File: config.mk
export PLATFORM = sky130hd
export DESIGN_NAME = pkswrl_ctrl
export DESIGN_NICKNAME = d
export VERILOG_FILES = /design/src/rtl/core/pkswrl_pkg.sv /design/src/rtl/core/pkswrl_ctrl.sv
export VERILOG_INCLUDE_DIRS = /design/src /design/src/rtl/core
export SDC_FILE = /design/constraint.sdc
export NUM_CORES = 1
export LEC_CHECK = 0
export BUFFER_PORTS_ARGS = -buffer_cell sky130_fd_sc_hd__clkbuf_2
export CAP_MARGIN = 20
export CORE_AREA = 10 10 47 49
export DETAILED_ROUTE_END_ITERATION = 8
export DIE_AREA = 0 0 57 59
export PLACE_DENSITY = 0.49
export REMOVE_ABC_BUFFERS = 1
export SYNTH_ARGS = -nofsm -noshare
export SYNTH_HDL_FRONTEND = slang
export SYNTH_SLANG_ARGS = --single-unit
File: constraint.sdc
create_clock -name clk -period 1.8 [get_ports clk]
set_input_delay 0.36 -clock clk [delete_from_list [all_inputs] [get_ports clk]]
set_output_delay 0.36 -clock clk [all_outputs]
set_load 0.01 [all_outputs]
File: src/rtl/core/per_key_sliding_window_rate_limiter_macros.svh
// Assertion macros used by the rate limiter controller.
`ifndef PER_KEY_SLIDING_WINDOW_RATE_LIMITER_MACROS_SVH
`define PER_KEY_SLIDING_WINDOW_RATE_LIMITER_MACROS_SVH

// Same-cycle implication, disabled while reset is asserted.
`define PKSWRL_ASSERT_NOW(label, clk, rst_n, ante, cons) \
	label: assert property (@(posedge clk) disable iff (!rst_n) (ante) |-> (cons)) \
		else $error("pkswrl: same-cycle check failed");

// Next-cycle implication, disabled while reset is asserted.
`define PKSWRL_ASSERT_NEXT(label, clk, rst_n, ante, cons) \
	label: assert property (@(posedge clk) disable iff (!rst_n) (ante) |=> (cons)) \
		else $error("pkswrl: next-cycle check failed");

`endif

File: src/rtl/core/pkswrl_pkg.sv
// Package: sizes, register indexes and controller/datapath types of the rate limiter.
`timescale 1ns / 1ps
`default_nettype none
package pkswrl_pkg;

	localparam int KEY_SLOTS   = 64;
	localparam int LOG_DEPTH   = 8;
	localparam int LOG_COUNT   = KEY_SLOTS * 2;
	localparam int LOG_W       = (LOG_COUNT > 1) ? $clog2(LOG_COUNT) : 1;
	localparam int HEAD_W      = (LOG_DEPTH > 1) ? $clog2(LOG_DEPTH) : 1;
	localparam int FILL_W      = $clog2(LOG_DEPTH + 1);
	localparam int SUM_W       = FILL_W + 1;
	localparam int MAXREQ_W    = 4;
	localparam int CNT_W       = (FILL_W > MAXREQ_W) ? FILL_W : MAXREQ_W;
	localparam int META_W      = HEAD_W + FILL_W;
	localparam int STAMP_DEPTH = LOG_COUNT * LOG_DEPTH;
	localparam int STAMP_AW    = (STAMP_DEPTH > 1) ? $clog2(STAMP_DEPTH) : 1;

	localparam int KEY_W      = 6;
	localparam int STAMP_W    = 32;
	localparam int WIN_W      = 31;
	localparam int CFG_IDX_W  = 2;
	localparam int CFG_DATA_W = 32;

	localparam logic [CFG_IDX_W-1:0] REG_START_MAX = 2'd0;
	localparam logic [CFG_IDX_W-1:0] REG_START_WIN = 2'd1;
	localparam logic [CFG_IDX_W-1:0] REG_END_MAX   = 2'd2;
	localparam logic [CFG_IDX_W-1:0] REG_END_WIN   = 2'd3;

	localparam logic ACT_START = 1'b0;
	localparam logic ACT_END   = 1'b1;

	localparam logic [MAXREQ_W-1:0] MAX_RST = 4'd4;
	localparam logic [WIN_W-1:0]    WIN_RST = 31'd1000;

	// controller -> datapath
	typedef struct packed {
		logic accept;     // take input word, start meta read
		logic meta_load;  // latch head/fill of the log
		logic peek;       // read oldest stamp
		logic pop;        // drop oldest stamp, read the next one
		logic commit;     // write back, append, load result
	} cmd_t;

	// datapath -> controller
	typedef struct packed {
		logic key_bad;
		logic empty;
		logic expired;
		logic last;
		logic out_free;
	} status_t;

endpackage
`default_nettype wire

File: src/rtl/core/pkswrl_ctrl.sv
// Controller: sequences accept, metadata load, expiry scan and commit of one request.
`timescale 1ns / 1ps
`default_nettype none
`include "per_key_sliding_window_rate_limiter_macros.svh"
module pkswrl_ctrl (
	input  logic                clk,
	input  logic                arst_n,
	input  logic                in_valid,
	output logic                in_ready,
	input  pkswrl_pkg::status_t status,
	output pkswrl_pkg::cmd_t    cmd
);

	localparam logic [2:0] ST_IDLE   = 3'd0;
	localparam logic [2:0] ST_META   = 3'd1;
	localparam logic [2:0] ST_PEEK   = 3'd2;
	localparam logic [2:0] ST_CHECK  = 3'd3;
	localparam logic [2:0] ST_DECIDE = 3'd4;

	logic [2:0] state_q, state_d;

	always_ff @(posedge clk or negedge arst_n) begin
		if (!arst_n) begin
			state_q <= ST_IDLE;
		end else begin
			state_q <= state_d;
		end
	end

	always_comb begin
		cmd      = '0;
		in_ready = 1'b0;
		state_d  = state_q;
		unique case (state_q)
			ST_IDLE: begin
				in_ready = 1'b1;
				if (in_valid) begin
					cmd.accept = 1'b1;
					state_d    = ST_META;
				end
			end
			ST_META: begin
				cmd.meta_load = 1'b1;
				state_d       = status.key_bad ? ST_DECIDE : ST_PEEK;
			end
			ST_PEEK: begin
				if (status.empty) begin
					state_d = ST_DECIDE;
				end else begin
					cmd.peek = 1'b1;
					state_d  = ST_CHECK;
				end
			end
			ST_CHECK: begin
				// pop also fetches the next stamp so the scan runs one per cycle
				if (status.expired) begin
					cmd.pop = 1'b1;
					if (status.last) begin
						state_d = ST_DECIDE;
					end
				end else begin
					state_d = ST_DECIDE;
				end
			end
			ST_DECIDE: begin
				if (status.out_free) begin
					cmd.commit = 1'b1;
					state_d    = ST_IDLE;
				end
			end
			default: state_d = ST_IDLE;
		endcase
	end

	`PKSWRL_ASSERT_NEXT(a_accept_to_meta, clk, arst_n, in_valid && in_ready, state_q == ST_META)
	`PKSWRL_ASSERT_NOW(a_check_nonempty, clk, arst_n, state_q == ST_CHECK, !status.empty)
	`PKSWRL_ASSERT_NOW(a_pop_good_key, clk, arst_n, cmd.pop, !status.key_bad)
	`PKSWRL_ASSERT_NOW(a_cmd_exclusive, clk, arst_n, 1'b1, $onehot0(cmd))

endmodule
`default_nettype wire
==> impl_results.md <==
* CTS clk-pin slew, worst paths at 0.04 ns
* Dpl cell area at 325.3 um^2
* Max Clock Freq at 572.7 MHz
* Antenna Cells at 0
* Setup CP Type: flop to primary output
* Reg2Reg Setup Slack at 0.60 ns
* Drt wl/cell at 11.39 um
* Largest net degree at the start of global routing at 11
* Adder-Cell Fraction of Synth Area at 0
* Unrepaired setup endpoints after global routing: false
* Post-route clock skew at 0.005606 ns
* CTS buffer count at 3
* Worst hold slack at 0.4446 ns
* Hold path start: status[4]
* Post-route DRC at 0
* Synth Warn # at 0
* Final #Nets at 52
* Async S/R FF share, synth at 1.000
* Cells after synthesis at 25
* Final worst-path cycle share at 0.9700
* Power per cell area at 1570 nW/um^2
* Worst Hold Class: input port to flop
* Routed Antenna Nets at 0
* Largest family of logic cells by synthesized area: simple AND/OR/NAND/NOR gates
* Avg Vias per Cell at 4.441
* Design area at 361.6 um^2
* Global-route usage over all layers at 0.03938
* Hold Path Depth at 3
* Cell variety after synth at 20
* Layout area overhead at 49.74%
* Initial Util at 0.1723
* # port buffers at 13
* Worst setup SP type: flop
* Maximum fanout along the worst path at 3
* GPL Wtd Cong at 0.7156
* Setup ws final at 0.05394 ns
* GR Util met3 at 0.02790
* Row cnt at 14
* Sequential area share after synthesis at 0.3109
* Ranking of synthesized cells by area: dfrtp_1 (31%), or3b_1 (7.3%), or4b_4 (5.7%), o211ai_2 (5.2%), buf_6 (4.7%)
* TNS Setup at 0 ns
* Synth cell count leaders: dfrtp_1 (3), inv_1 (2), nor3_1 (2), or3b_1 (2)
* Vias in the first global route at 261
* Number of max-cap violations at 0
* Worst R2R Start: state_q[0]
* Fin crit period at 1.746 ns
* Setup slack at placement at 0.2673 ns
* Die area at 3363 um^2
* Critical path arrival at 1.39 ns
* Hold Fails Final Rpt at 0
* Longest Clk Path Bufs at 2
* Post-synth EDFFs at 0
* Post-synthesis compound-gate area fraction at 0.1917
* Worst min-delay path endpoint: state_q[1]
* P_leak at 0.0001921 uW
* Core Region at 1401 um^2
* Register-to-Register Path Depth at 3
* Non-filler cells in the finished layout at 59
* Vias at 262
* Pin slew with the least headroom to its limit at 0.2501 ns
* Top-area cell type share of the netlist area at 0.3109
* Hpwl dp at 584.8 um
* Layout cells sized above 1 at 0.5581
* Die width at 57 um
* Post-synthesis mux area share at 0
* Met2 Track Usage GR at 0.04341
* H-Tree Depth at 1
* Placed cell count at 54
* Clock latency at the later pin of the worst-skew pair at 0.24 ns
* Largest register FFs at 3
* Status: finished, final reports clean
* Peak supply drop at 0.4742 mV
* CTS tree: done
* Grt total ovfl at 0
* CTS root buffer: clkbuf_4
* Setup crit end kind: primary output
* Initial drt markers at 4
* First-pass GRT wire length at 1076 um
* Top-count cell post-synth: dfrtp_1
* Met1 global-route usage at 0.04887
* Synth Register Bits at 3
* # setup viols final at 0
* Initial antenna violation count at 0
* Final-layout fill cell count at 158
* Avg Cell Area, Syn at 9.659 um^2
* Required time of the worst setup path at 1.44 ns
* RR Endpoint: state_q[1]
* Reg with most FFs: state_q
* Yosys top cell by area: dfrtp_1
* Biggest regs: state_q (3)
* Height of the die at 59 um
* First-pass DRT Iterations at 4
* Xor and xnor area share after synthesis at 0
* Clk sinks at 3
* Simple-gate share of the synthesized area at 0.3679
* Worst slew margin at 0.8309
* Total Wirelength at 672 um
* I/O pins at 14
* Fin. max-slew vios at 0
* Post-Syn Area at 241.5 um^2
* Main synth FF type: dfrtp_1
* Grt peak-use layer: met1
cells by family (layout without fill, tap and decap cells):
| logic type | Yosys count | in the layout |
|---|---|---|
| AO/OA/AOI/OAI | 5 | 5 |
| buffers and inverters | 5 | 23 |
| flip-flops | 3 | 3 |
| AND/OR/NAND/NOR | 12 | 12 |
placed cells by master, fill, tap and decap left out, drive strengths merged:
master,Yosys,layout
nor2,1,1
a31o,1,1
nand2,1,1
clkbuf,0,17
or4b,2,2
o211ai,1,1
nand4b,1,1
dfrtp,3,3
nand3,1,1
buf,3,3
nor3b,1,1
inv,2,2
dlygate4sd3,0,1
a31oi,1,1
a21o,1,1
nor4b,1,1
o21ba,1,1
or3b,2,2
nor3,2,2
metal layers:
metal  up-vias  share of wire  wire (um)
met4         0          0.021         14
met2        15           0.30        204
met5         -              0          0
met3         2           0.15         98
li1        129              -          -
met1       116           0.53        355
power breakdown:
| part | switching [uW] | total [uW] | internal [uW] |
|---|---|---|---|
| logic | 158 | 323 | 165 |
| clock network | 35.4 | 118 | 83.1 |
| registers | 27.3 | 126 | 98.7 |
| total | 221 | 568 | 347 |
stage by stage:
step,utilization,total power (uW)
floorplan,-,307.5
global placement,0.2321,456.8
detailed placement,0.2321,451.3
CTS,0.2580,574.5
global route,0.2580,609.0
finish,0.2580,567.7
layout make-up:
class,count,area (um^2),share of cell area
clock buffer,4,26.28,0.07266
inverter,2,7.507,0.02076
multi-input combinational,17,135.1,0.3737
sequential,3,75.07,0.2076
tap,16,20.02,0.05536
timing repair buffer,17,97.59,0.2699
timing repair:
item                                    4_1_cts  5_1_grt
hold buffers                                  1        0
endpoints found under the hold margin         3        0
setup buffers                                 0        0
gates resized for setup                       0        0
endpoints found under the setup margin        0        0
worst max-delay path, stage by stage (launching register included):
cell	delay [ns]
dfrtp_1	0.39
or4b_1	0.56
inv_1	0.07
clkbuf_2	0.13
worst max-delay path by stage:
stage | startpoint | end | slack, ns | cells after the start
6_report | state_q[0] | cmd[4] | 0.05 | 3
4_1_cts | state_q[0] | cmd[4] | 0.04 | 3
5_1_grt | state_q[0] | cmd[4] | 0.01 | 3
3_3_place_gp | status[3] | cmd[2] | 0.27 | 4
2_1_floorplan | state_q[0] | cmd[4] | 0.33 | 2
3_5_place_dp | status[3] | cmd[2] | 0.27 | 4
(Power assumes the default switching activity.)
